## src/hdl/aphb_pkg.sv

```systemverilog
// Package for the audio preroll history buffer.
// Holds sizes, the operation code and the per-item result record.
// No dependencies; used by aphb_ctrl and the top level.
package aphb_pkg;

  // Ring storage depth in bytes. The count and size fields are 13 bits wide,
  // so the depth stays at or below 8191.
  localparam int DEPTH  = 4096;
  localparam int ADDR_W = $clog2(DEPTH);
  localparam int SIZE_W = 13;
  localparam int POS_W  = 64;
  localparam int BYTE_W = 8;

  localparam logic [SIZE_W-1:0] DEPTH_SZ = SIZE_W'(DEPTH);

  // Operation carried in s_axis_tuser
  typedef enum logic {
    OP_READ   = 1'b0,
    OP_REWIND = 1'b1
  } op_t;

  // Result of one item as decided at accept time; the history byte itself
  // arrives from the registered read of the ring memory in the next cycle.
  typedef struct packed {
    logic              hist;
    logic [BYTE_W-1:0] live_byte;
    logic [SIZE_W-1:0] count;
  } aphb_res_t;

endpackage

```

## src/hdl/aphb_ctrl.sv

```systemverilog
// Ring control for the audio preroll history buffer: positions, head, fill,
// size register and the read/write addresses of the ring memory.
// Depends on aphb_pkg.
module aphb_ctrl import aphb_pkg::*; (
  input  logic                     clk,
  input  logic                     rst,
  input  logic                     go,          // item accepted this cycle
  input  op_t                      op,
  input  logic [BYTE_W-1:0]        src,
  input  logic                     cfg_we,
  input  logic [SIZE_W-1:0]        cfg_wdata,
  output logic                     ram_we,
  output logic [ADDR_W-1:0]        ram_waddr,
  output logic [BYTE_W-1:0]        ram_wdata,
  output logic                     ram_re,
  output logic [ADDR_W-1:0]        ram_raddr,
  output aphb_res_t                res
);

  // state registers
  logic [POS_W-1:0]  oldest;
  logic [POS_W-1:0]  end_pos;   // oldest + fill, modulo 2^64
  logic [POS_W-1:0]  reader;
  logic [SIZE_W-1:0] fill;
  logic [ADDR_W-1:0] head;
  logic [SIZE_W-1:0] size;

  logic [POS_W-1:0]  oldest_next;
  logic [POS_W-1:0]  end_pos_next;
  logic [POS_W-1:0]  reader_next;
  logic [SIZE_W-1:0] fill_next;
  logic [ADDR_W-1:0] head_next;
  logic [SIZE_W-1:0] size_next;

  logic              lag;
  logic              live;
  logic              full;
  logic [POS_W-1:0]  rd_clamped;
  logic [SIZE_W-1:0] head_plus;
  logic [ADDR_W-1:0] head_inc;
  logic [SIZE_W:0]   tail_sum;
  logic [SIZE_W:0]   tail_mod;
  logic [ADDR_W-1:0] tail;
  logic [SIZE_W-1:0] cfg_size;

  // reader clamp and live/history decision
  always_comb begin
    lag        = reader < oldest;
    rd_clamped = lag ? oldest : reader;
    live       = lag ? (oldest >= end_pos) : (reader >= end_pos);
    full       = fill >= size;
  end

  // ring index arithmetic: head + 1 and head + fill, both modulo size
  always_comb begin
    head_plus = SIZE_W'(head) + SIZE_W'(1);
    head_inc  = (head_plus >= size) ? '0 : head_plus[ADDR_W-1:0];
    tail_sum  = (SIZE_W+1)'(head) + (SIZE_W+1)'(fill);
    tail_mod  = (tail_sum >= (SIZE_W+1)'(size)) ? tail_sum - (SIZE_W+1)'(size) : tail_sum;
    tail      = tail_mod[ADDR_W-1:0];
  end

  // clamp of a written size to 1..DEPTH
  always_comb begin
    if (cfg_wdata == '0) begin
      cfg_size = SIZE_W'(1);
    end else if (cfg_wdata > DEPTH_SZ) begin
      cfg_size = DEPTH_SZ;
    end else begin
      cfg_size = cfg_wdata;
    end
  end

  // next state, memory access and result of the item
  always_comb begin
    oldest_next  = oldest;
    end_pos_next = end_pos;
    reader_next  = reader;
    fill_next    = fill;
    head_next    = head;
    size_next    = size;
    ram_we       = 1'b0;
    ram_waddr    = tail;
    ram_wdata    = src;
    ram_re       = 1'b0;
    ram_raddr    = head;
    res.hist      = 1'b0;
    res.live_byte = '0;
    if (go) begin
      if (op == OP_REWIND) begin
        reader_next = '0;
      end else begin
        reader_next = rd_clamped + POS_W'(1);
        if (live) begin
          // live byte goes out and into the ring
          res.live_byte = src;
          ram_we        = 1'b1;
          end_pos_next  = end_pos + POS_W'(1);
          if (full) begin
            // overwrite the oldest byte in place
            ram_waddr   = head;
            head_next   = head_inc;
            oldest_next = oldest + POS_W'(1);
          end else begin
            fill_next = fill + SIZE_W'(1);
          end
        end else begin
          // oldest stored byte goes out and leaves the ring
          res.hist    = 1'b1;
          ram_re      = 1'b1;
          head_next   = head_inc;
          fill_next   = fill - SIZE_W'(1);
          oldest_next = oldest + POS_W'(1);
        end
      end
    end else if (cfg_we) begin
      // new size empties the ring; dropped bytes count as consumed
      size_next   = cfg_size;
      oldest_next = end_pos;
      fill_next   = '0;
      head_next   = '0;
    end
    res.count = fill_next;
  end

  always_ff @(posedge clk) begin
    if (rst) begin
      oldest  <= '0;
      end_pos <= '0;
      reader  <= '0;
      fill    <= '0;
      head    <= '0;
      size    <= DEPTH_SZ;
    end else begin
      oldest  <= oldest_next;
      end_pos <= end_pos_next;
      reader  <= reader_next;
      fill    <= fill_next;
      head    <= head_next;
      size    <= size_next;
    end
  end

`ifndef SYNTHESIS
  a_fill_le_size: assert property (@(posedge clk) disable iff (rst)
    fill <= size) else $error("fill above ring size");

  a_head_in_ring: assert property (@(posedge clk) disable iff (rst)
    SIZE_W'(head) < size) else $error("head outside ring");

  a_end_tracks: assert property (@(posedge clk) disable iff (rst)
    end_pos == oldest + POS_W'(fill)) else $error("end position out of step");

  a_no_rw_clash: assert property (@(posedge clk) disable iff (rst)
    !(ram_we && ram_re)) else $error("read and write in one item");

  a_cfg_empties: assert property (@(posedge clk) disable iff (rst)
    (cfg_we && !go) |=> (fill == '0 && head == '0)) else $error("size write kept data");
`endif

endmodule

```

## config.mk

```make
export PLATFORM = sky130hd
export DESIGN_NAME = aphb_ctrl
export DESIGN_NICKNAME = d
export VERILOG_FILES = /design/src/hdl/aphb_pkg.sv /design/src/hdl/aphb_ctrl.sv
export SDC_FILE = /design/constraint.sdc
export NUM_CORES = 1
export LEC_CHECK = 0
export BUFFER_PORTS_ARGS = -buffer_cell sky130_fd_sc_hd__buf_2
export CAP_MARGIN = 10
export CELL_PAD_IN_SITES_DETAIL_PLACEMENT = 0
export CELL_PAD_IN_SITES_GLOBAL_PLACEMENT = 1
export CORE_MARGIN = 2
export CORE_UTILIZATION = 48
export CTS_BUF_LIST = sky130_fd_sc_hd__clkbuf_4 sky130_fd_sc_hd__clkbuf_8 sky130_fd_sc_hd__clkbuf_16
export CTS_CLUSTER_SIZE = 16
export DETAILED_ROUTE_END_ITERATION = 8
export PLACE_DENSITY = 0.87
export SYNTH_ARGS = -nofsm -noshare
export SYNTH_HDL_FRONTEND = slang
export SYNTH_SLANG_ARGS = --single-unit
```

## constraint.sdc

```tcl
create_clock -name clk -period 7.8 [get_ports clk]
set_input_delay 1.56 -clock clk [delete_from_list [all_inputs] [get_ports clk]]
set_output_delay 1.56 -clock clk [all_outputs]
set_load 0.005 [all_outputs]
```

==> impl_results.rst, run 1 <==
.. list-table::
   :header-rows: 1

   * - Metric
     - Value
   * - Launch point of the worst reg-to-reg path
     - oldest[17]$_SDFFE_PP0P_
   * - Worst r2r path cells
     - 21
   * - Combinational share of power
     - 0.468
   * - Termination of the worst setup path
     - ram_waddr[2]
   * - Cell internal pwr
     - 2.90 mW
   * - Mapped Nets
     - 3133
   * - Routability congestion estimate from global placement
     - 1.00
   * - Synth Flop Type
     - dfxtp_1
   * - Count of yosys warnings during synthesis
     - 0
   * - CTS buffer count
     - 29
   * - Flops & latches, synth
     - 230
   * - Antenna cells
     - 0
   * - # hold bufs at CTS
     - 0
   * - Static leakage power
     - 9.03 nW
   * - Highest attainable clock frequency
     - 138 MHz
   * - Detailed-placement wirelength estimate
     - 63.3 mm
   * - Sw Share
     - 0.449
   * - Pins Over Slew Limit
     - 0
   * - Post-layout nets
     - 3119
   * - Number of H-tree levels
     - 1
   * - Port buffer count
     - 81
   * - Worst reg2reg path endpoint
     - reader[48]$_SDFFE_PP0P_
   * - Quantity of gates resized following cts
     - 0
   * - Launch point of the critical path
     - end_pos[0]$_SDFFE_PP0P_
   * - Async set-or-reset flop fraction in the synthesized netlist
     - 0
   * - Clock-pin slew reported for the worst setup and hold paths after clock tree synthesis
     - 60 ps
   * - Buf+Inv Stages, Crit Path
     - 1
   * - Final period utilization
     - 0.929
   * - Antenna violations before repair
     - 0
   * - Post-layout instance area
     - 23300 µm²
   * - Crit path max fanout
     - 35
   * - Avg WL per Cell
     - 25.1 µm
   * - Worst endpoint data arrival time
     - 5690 ps
   * - Max IR drop VDD
     - 177 µV
   * - CP max stage delay
     - 950 ps
   * - Overall global routing resource usage
     - 0.361
   * - Area Growth Syn to Fin
     - 8.37%
   * - Largest net degree at the start of global routing
     - 80
   * - Register area share after synthesis
     - 0.215
   * - Skew final
     - 16.8 ps
   * - Share of layout cells above drive strength 1
     - 0.0957
   * - Cell family contributing the most delay on the critical path
     - compound AO/OA/AOI/OAI gates
   * - Hold path cells
     - 2
   * - Syn Std Cell Area
     - 21500 µm²
   * - Number of logic stages on the critical path including buffering
     - 11
   * - Overall routed net length
     - 86.8 mm
   * - CTS Sinks
     - 230
   * - Total power per unit cell area
     - 227 nW/µm²
   * - Global-route congestion overflow total
     - 0
   * - Unique cell type count in the Yosys netlist
     - 97
   * - Cells along the critical path
     - ha_1, nand2b_1, a2111oi_0, or4b_2, a31oi_1, o41ai_1, nand2_1, mux2_4, nand3_1, mux2_2, buf_2
   * - RSZ-0062 raised after global routing
     - no
   * - Die Span X
     - 215 µm
   * - Sequential group share of total power
     - 0.250
   * - Vias in the first global route
     - 21500
   * - Critical Path RT
     - 6240 ps
   * - Routed vias
     - 23000
   * - TritonRoute pass-1 iters
     - 6
   * - Starting density of the core
     - 0.486
   * - Number of core rows
     - 77
   * - Die outline height
     - 215 µm
   * - Setup Buffers After CTS
     - 0
   * - Status
     - finished clean
   * - Synthesized netlist cell count
     - 2857
   * - HP Class
     - flop to flop
   * - Core outline area
     - 44100 µm²
   * - Switching power summed over all nets
     - 2.37 mW
   * - Final critical delay including setup and external delays
     - 7250 ps
   * - Number of max-capacitance violations reported
     - 0
   * - Number of top-level pins
     - 82
   * - CP max-delay cell
     - a2111oi_0
   * - Total negative slack
     - 0 ps
   * - Standard cell area after detailed placement
     - 22200 µm²
   * - Area of the die
     - 46400 µm²
   * - Worst-margin pin slew
     - 1180 ps
   * - Mapped Avg Cell Area
     - 7.51 µm²
   * - Count of antenna-violating nets left after detailed routing
     - 0
   * - Post-synth EDFFs
     - 0
   * - Wire length of the first global-routing pass
     - 131 mm
   * - Hold Worst Slack
     - 470 ps
   * - Setup Crit Path Kind
     - flop to primary output
   * - Root buffer selected by CTS
     - clkbuf_16
   * - Clock group share of total power
     - 0.282
   * - Skew-Pair Late Insertion Delay
     - 590 ps
   * - Clock tree from TritonCTS
     - built
   * - Worst reg-to-reg setup slack
     - 1160 ps
   * - Post-route DRC violation count
     - 0
   * - # setup viols final
     - 0
   * - CP Launch Type
     - flop
   * - Final hold viol count
     - 0
   * - Slew Limit Headroom
     - 0.214
   * - Kind of capture point of the worst setup path
     - primary output
   * - Iteration-0 DRC count of the detailed router
     - 2801
   * - Largest buffer count on any clock path
     - 3
   * - Overall power
     - 5.27 mW
   * - # fillers
     - 4377
   * - Vias per inst
     - 6.65
placed cells by master (no fill, tap or decap), drive strengths merged, types with 9 or more instances in the layout:
cell type  instances
mux2              52
a31oi             43
a22oi             23
a211oi            17
nor4              64
o21ai            141
buf              116
and2              25
or4               29
nand4            109
nand2            280
o221ai             9
a221o              9
a32oi             11
inv              175
mux2i             53
o22ai             18
a21oi            162
clkbuf            42
ha               248
xnor2             82
nand2b            10
or3               45
nand3            129
o311ai            15
or2               12
and3              53
a21o              38
o21a              20
dfxtp            230
xor2              16
nor2b              9
and4              16
nor3              94
a221oi            12
nor2             276
o211ai            47
synthesized netlist by cell type, drive strengths merged, types with 8 or more instances:
cell type | count | share of area
dfxtp | 230 | 0.21
a221oi | 12 | 0.0049
mux2i | 53 | 0.025
a221o | 9 | 0.0042
a311oi | 8 | 0.0033
o21a | 20 | 0.0073
o211ai | 47 | 0.016
ha | 248 | 0.14
o21ai | 141 | 0.033
nor3 | 94 | 0.023
o221ai | 9 | 0.0040
a21oi | 162 | 0.038
nand4 | 109 | 0.032
clkbuf | 106 | 0.019
and4 | 16 | 0.0065
or4 | 29 | 0.010
nand3 | 129 | 0.031
nor4 | 64 | 0.020
and2 | 25 | 0.0073
a22oi | 23 | 0.0080
a2111oi | 8 | 0.0050
or3 | 45 | 0.013
or2 | 12 | 0.0035
a32oi | 11 | 0.0045
xnor2 | 82 | 0.033
nor2 | 276 | 0.049
o311ai | 15 | 0.0061
and3 | 53 | 0.015
a211oi | 17 | 0.0062
o22ai | 18 | 0.0055
nand2 | 280 | 0.049
xor2 | 16 | 0.0065
a21o | 38 | 0.013
inv | 175 | 0.031
mux2 | 52 | 0.027
a31oi | 43 | 0.013
nor2b | 9 | 0.0026
nand3b | 8 | 0.0028
buf | 55 | 0.014
nand2b | 10 | 0.0029
kinds of logic after synthesis:
kind of cell	after synthesis	synth area share
AO/OA/AOI/OAI	673	0.212
adder cells (fa/ha/maj)	251	0.147
XOR/XNOR	98	0.0400
buffers and inverters	336	0.0633
flip-flops	230	0.215
AND/OR/NAND/NOR	1164	0.270
multiplexers	105	0.0529
metrics by stage:
step           utilization  cells  worst slack, ps
6_report             0.527   3456              554
5_1_grt              0.527   3456              337
4_1_cts              0.527   3456              707
3_5_place_dp         0.504   3404             1340
3_3_place_gp         0.504   3404             1440
2_1_floorplan            -   2857             1970
sequential cells by signal, summed over array words and instances (netlist names):
signal,flops
oldest,64
end_pos,64
ram_raddr,12
size,13
fill,13
reader,64
tightest hold or removal path, stage by stage (launching register included):
cell     delay [ps]
dfxtp_1         320
nand2_1          60
a21oi_1          50
worst min-delay path by stage:
stage                                     start                     to  slack [ps]
after global placement    size[11]$_SDFFE_PP0P_  size[11]$_SDFFE_PP0P_         440
after detailed placement  size[11]$_SDFFE_PP0P_  size[11]$_SDFFE_PP0P_         450
final                      size[9]$_SDFFE_PP0P_   size[9]$_SDFFE_PP0P_         470
after global routing       size[9]$_SDFFE_PP0P_   size[9]$_SDFFE_PP0P_         490
after floorplan           size[11]$_SDFFE_PP0P_  size[11]$_SDFFE_PP0P_         430
after CTS                 size[11]$_SDFFE_PP0P_  size[11]$_SDFFE_PP0P_         460
layer usage:
layer	part of all wire	GRT usage	vias to the layer above
met3	0.092	0.0527	222
met4	0.046	0.148	0
met2	0.43	0.552	1158
met5	0	0	-
li1	-	-	10600
met1	0.43	0.509	11000
area by class of cell:
cell class	instances	area [µm²]	share of cell area
Multi-Input combinational cell	2291	15600	0.669
Sequential cell	230	4600	0.198
Clock buffer	42	867	0.0373
Tap cell	592	741	0.0319
Timing Repair Buffer	116	674	0.0290
Inverter	175	657	0.0282
Clock inverter	10	153	0.00656
power by group through the flow:
stage	clock network (mW)	registers, mW	logic, mW
floorplan	0	1.30	1.64
global placement	0	1.34	2.37
detailed placement	0	1.34	2.39
CTS	1.49	1.31	2.40
global route	1.53	1.32	2.60
finish	1.49	1.32	2.47
Power figures use the tool's default switching activity.
==> inputs of run 2 (changes only) <==
--- a/config.mk
+++ b/config.mk
@@ -10,11 +10,11 @@
 export CELL_PAD_IN_SITES_DETAIL_PLACEMENT = 0
 export CELL_PAD_IN_SITES_GLOBAL_PLACEMENT = 1
 export CORE_MARGIN = 2
-export CORE_UTILIZATION = 48
-export CTS_BUF_LIST = sky130_fd_sc_hd__clkbuf_4 sky130_fd_sc_hd__clkbuf_8 sky130_fd_sc_hd__clkbuf_16
+export CORE_UTILIZATION = 49
+export CTS_BUF_LIST = sky130_fd_sc_hd__clkbuf_2 sky130_fd_sc_hd__clkbuf_4 sky130_fd_sc_hd__clkbuf_8
 export CTS_CLUSTER_SIZE = 16
 export DETAILED_ROUTE_END_ITERATION = 8
-export PLACE_DENSITY = 0.87
+export PLACE_DENSITY = 0.88
 export SYNTH_ARGS = -nofsm -noshare
 export SYNTH_HDL_FRONTEND = slang
 export SYNTH_SLANG_ARGS = --single-unit
==> constraint.sdc (replaced) <==
create_clock -name clk -period 7.7 [get_ports clk]
set_input_delay 1.54 -clock clk [delete_from_list [all_inputs] [get_ports clk]]
set_output_delay 1.54 -clock clk [all_outputs]
set_load 0.005 [all_outputs]
==> run 2 against run 1 <==
Net effect: via count up 2.9%; global-route usage is 2.6 points higher; setup slack better by 130 ps; total power increased by 3.4%; first-iteration DRC count rose by 13%; final area grew 0.81%; critical endpoint unchanged; sequential cell count unchanged.
==> impl_results.rst, run 2 (same netlist as run 1, synthesis figures left out) <==
.. list-table::
   :header-rows: 1

   * - Metric
     - Value
   * - Total negative slack
     - 0 ps (unchanged)
   * - Skew-Pair Late Insertion Delay
     - 660 ps (+70 ps)
   * - Overall global routing resource usage
     - 0.387 (+0.0258)
   * - Static leakage power
     - 9.17 nW (+1.5%)
   * - Clock tree from TritonCTS
     - built
   * - CP Launch Type
     - flop
   * - DP Worst Slack
     - 1310 ps (-27.5 ps)
   * - Final period utilization
     - 0.911
   * - Quantity of gates resized following cts
     - 0 (unchanged)
   * - Post-route DRC violation count
     - 0 (unchanged)
   * - Sw Share
     - 0.454 (+0.00456)
   * - Commonest non-fill, non-tap cells in the layout
     - nand2_1, nor2_1, ha_1, dfxtp_1, inv_1
   * - Setup Crit Path Kind
     - flop to primary output
   * - Avg WL per Cell
     - 25.2 µm (+0.32%)
   * - Vias per inst
     - 6.76 (+1.7%)
   * - Detailed-routed wire length on met2
     - 36.0 mm (-2.8%)
   * - Crit path max fanout
     - 7 (-80%)
   * - Number of max-capacitance violations reported
     - 0 (unchanged)
   * - Number of H-tree levels
     - 2 (+1)
   * - Largest net degree at the start of global routing
     - 72 (-10%)
   * - Kind of capture point of the worst setup path
     - primary output
   * - Status
     - finished clean
   * - Post-layout nets
     - 3150 (+0.99%)
   * - Slew Limit Headroom
     - 0.217 (+0.00246)
   * - Routed vias
     - 23600 (+2.9%)
   * - Area of the die
     - 45500 µm² (-2.0%)
   * - Met1 wire length
     - 37.7 mm (-0.12%)
   * - Area Growth Syn to Fin
     - 9.25%
   * - Clock group share of total power
     - 0.290 (+0.008)
   * - Most frequent standard cell in the layout excluding fill and tap cells
     - nand2_1
   * - Routability congestion estimate from global placement
     - 1.03 (+3.1%)
   * - Setup slack after layout
     - 687 ps (+133 ps)
   * - Port buffer count
     - 81 (unchanged)
   * - Die outline height
     - 213 µm (-1.0%)
   * - Antenna violations before repair
     - 2 (+2)
   * - Share of layout cells above drive strength 1
     - 0.110 (+0.0146)
   * - Total power per unit cell area
     - 233 nW/µm² (+2.5%)
   * - Number of core rows
     - 76 (-1.3%)
   * - TritonRoute pass-1 iters
     - 6 (unchanged)
   * - Combinational share of power
     - 0.462 (-0.006)
   * - Number of top-level pins
     - 82 (unchanged)
   * - Worst endpoint data arrival time
     - 5470 ps (-220 ps)
   * - Worst-margin pin slew
     - 1170 ps (-4.65 ps)
   * - Skew final
     - 16.2 ps (-0.526 ps)
   * - Global-route congestion overflow total
     - 0 (unchanged)
   * - # setup viols final
     - 0 (unchanged)
   * - Largest buffer count on any clock path
     - 3 (unchanged)
   * - CTS buffer count
     - 48 (+66%)
   * - Critical Path RT
     - 6160 ps (-80 ps)
   * - Final critical delay including setup and external delays
     - 7010 ps
   * - Core outline area
     - 43200 µm² (-2.2%)
   * - Final hold viol count
     - 0 (unchanged)
   * - Die Span X
     - 213 µm (-1.0%)
   * - Highest routed metal layer
     - met4
   * - RSZ-0062 raised after global routing
     - no
   * - Starting density of the core
     - 0.497 (+0.0107)
   * - HP Class
     - flop to flop
   * - Clock-pin slew reported for the worst setup and hold paths after clock tree synthesis
     - 70 ps (about the same)
   * - Hold path cells
     - 2 (unchanged)
   * - # hold bufs at CTS
     - 0 (unchanged)
   * - Sequential group share of total power
     - 0.248 (-0.002)
   * - Setup Buffers After CTS
     - 0 (unchanged)
   * - Overall routed net length
     - 88.2 mm (+1.5%)
   * - Root buffer selected by CTS
     - clkbuf_8
   * - Vias in the first global route
     - 22100 (+2.8%)
   * - Cell internal pwr
     - 2.98 mW (+2.5%)
   * - # fillers
     - 4244 (-3.0%)
   * - Met3 layer wire length in the routed design
     - 10.5 mm (+30%)
   * - Pins Over Slew Limit
     - 0 (unchanged)
   * - Switching power summed over all nets
     - 2.47 mW (+4.4%)
   * - Worst r2r path cells
     - 20 (-4.8%)
   * - Iteration-0 DRC count of the detailed router
     - 3158 (+13%)
   * - Count of antenna-violating nets left after detailed routing
     - 0 (unchanged)
   * - Detailed-placement wirelength estimate
     - 63.7 mm (+0.60%)
   * - Wire length of the first global-routing pass
     - 134 mm (+2.8%)
   * - CTS Sinks
     - 230 (unchanged)
   * - Highest attainable clock frequency
     - 143 MHz
   * - Max IR drop VDD
     - 341 µV (+92%)
   * - Largest registers
     - end_pos: 64 flops, oldest: 64 flops, reader: 64 flops
==> run 2: worst paths after layout <==
kind,startpoint,end,slack [ps]
worst max register to register,oldest[39]$_SDFFE_PP0P_,reader[52]$_SDFFE_PP0P_,1040
worst max-delay path,ram_raddr[0]$_SDFFE_PP0P_,ram_waddr[2],690
worst min-delay path,size[11]$_SDFFE_PP0P_,size[11]$_SDFFE_PP0P_,480
worst min register to register,size[11]$_SDFFE_PP0P_,size[11]$_SDFFE_PP0P_,480
==> run 2: layout make-up <==
| class | instances | area [µm²] | area share |
|---|---|---|---|
| sequential | 230 | 4600 | 0.196 |
| tap | 585 | 732 | 0.0312 |
| inverter | 175 | 657 | 0.0280 |
| antenna | 2 | 5.00 | 0.000213 |
| timing repair buffer | 128 | 764 | 0.0326 |
| clock buffer | 71 | 908 | 0.0387 |
| multi-input combinational | 2291 | 15600 | 0.664 |
| clock inverter | 16 | 213 | 0.00907 |
==> run 2: critical path, stage by stage, from the launching register on <==
cell and delay [ps]:
dfxtp_1 390, ha_1 260, fa_1 400, a21o_1 190, a21oi_1 210, o21ai_0 110
a21oi_1 240, xnor2_1 190, ha_1 320, nor2b_1 160, o21a_1 180, o31a_1 290
o21ai_0 220, a21boi_0 150, o311ai_0 270, and3_1 470, mux2_2 390, mux2_2 260
buf_2 120
==> run 2: stage by stage <==
step	area, µm²	hold WS, ps	power, mW	util	std cells
finish	23400	476	5.45	0.543	3498
global route	23400	504	5.65	0.543	3496
CTS	23400	470	5.38	0.543	3496
detailed placement	22300	453	3.81	0.517	3409
global placement	22300	442	3.78	0.517	3409
floorplan	21500	432	2.97	-	2857
==> run 2: metal layers <==
metal / up-vias / track usage
li1: 10600 / -
met4: 0 / 0.165
met5: - / 0
met2: 1374 / 0.553
met1: 11400 / 0.544
met3: 254 / 0.103
==> run 2: power by group through the flow <==
stage / clock, mW / sequential, mW / combinational (mW)
6_report: 1.58 / 1.35 / 2.52
5_1_grt: 1.64 / 1.36 / 2.66
4_1_cts: 1.59 / 1.35 / 2.44
2_1_floorplan: 0 / 1.31 / 1.66
3_5_place_dp: 0 / 1.37 / 2.44
3_3_place_gp: 0 / 1.37 / 2.41
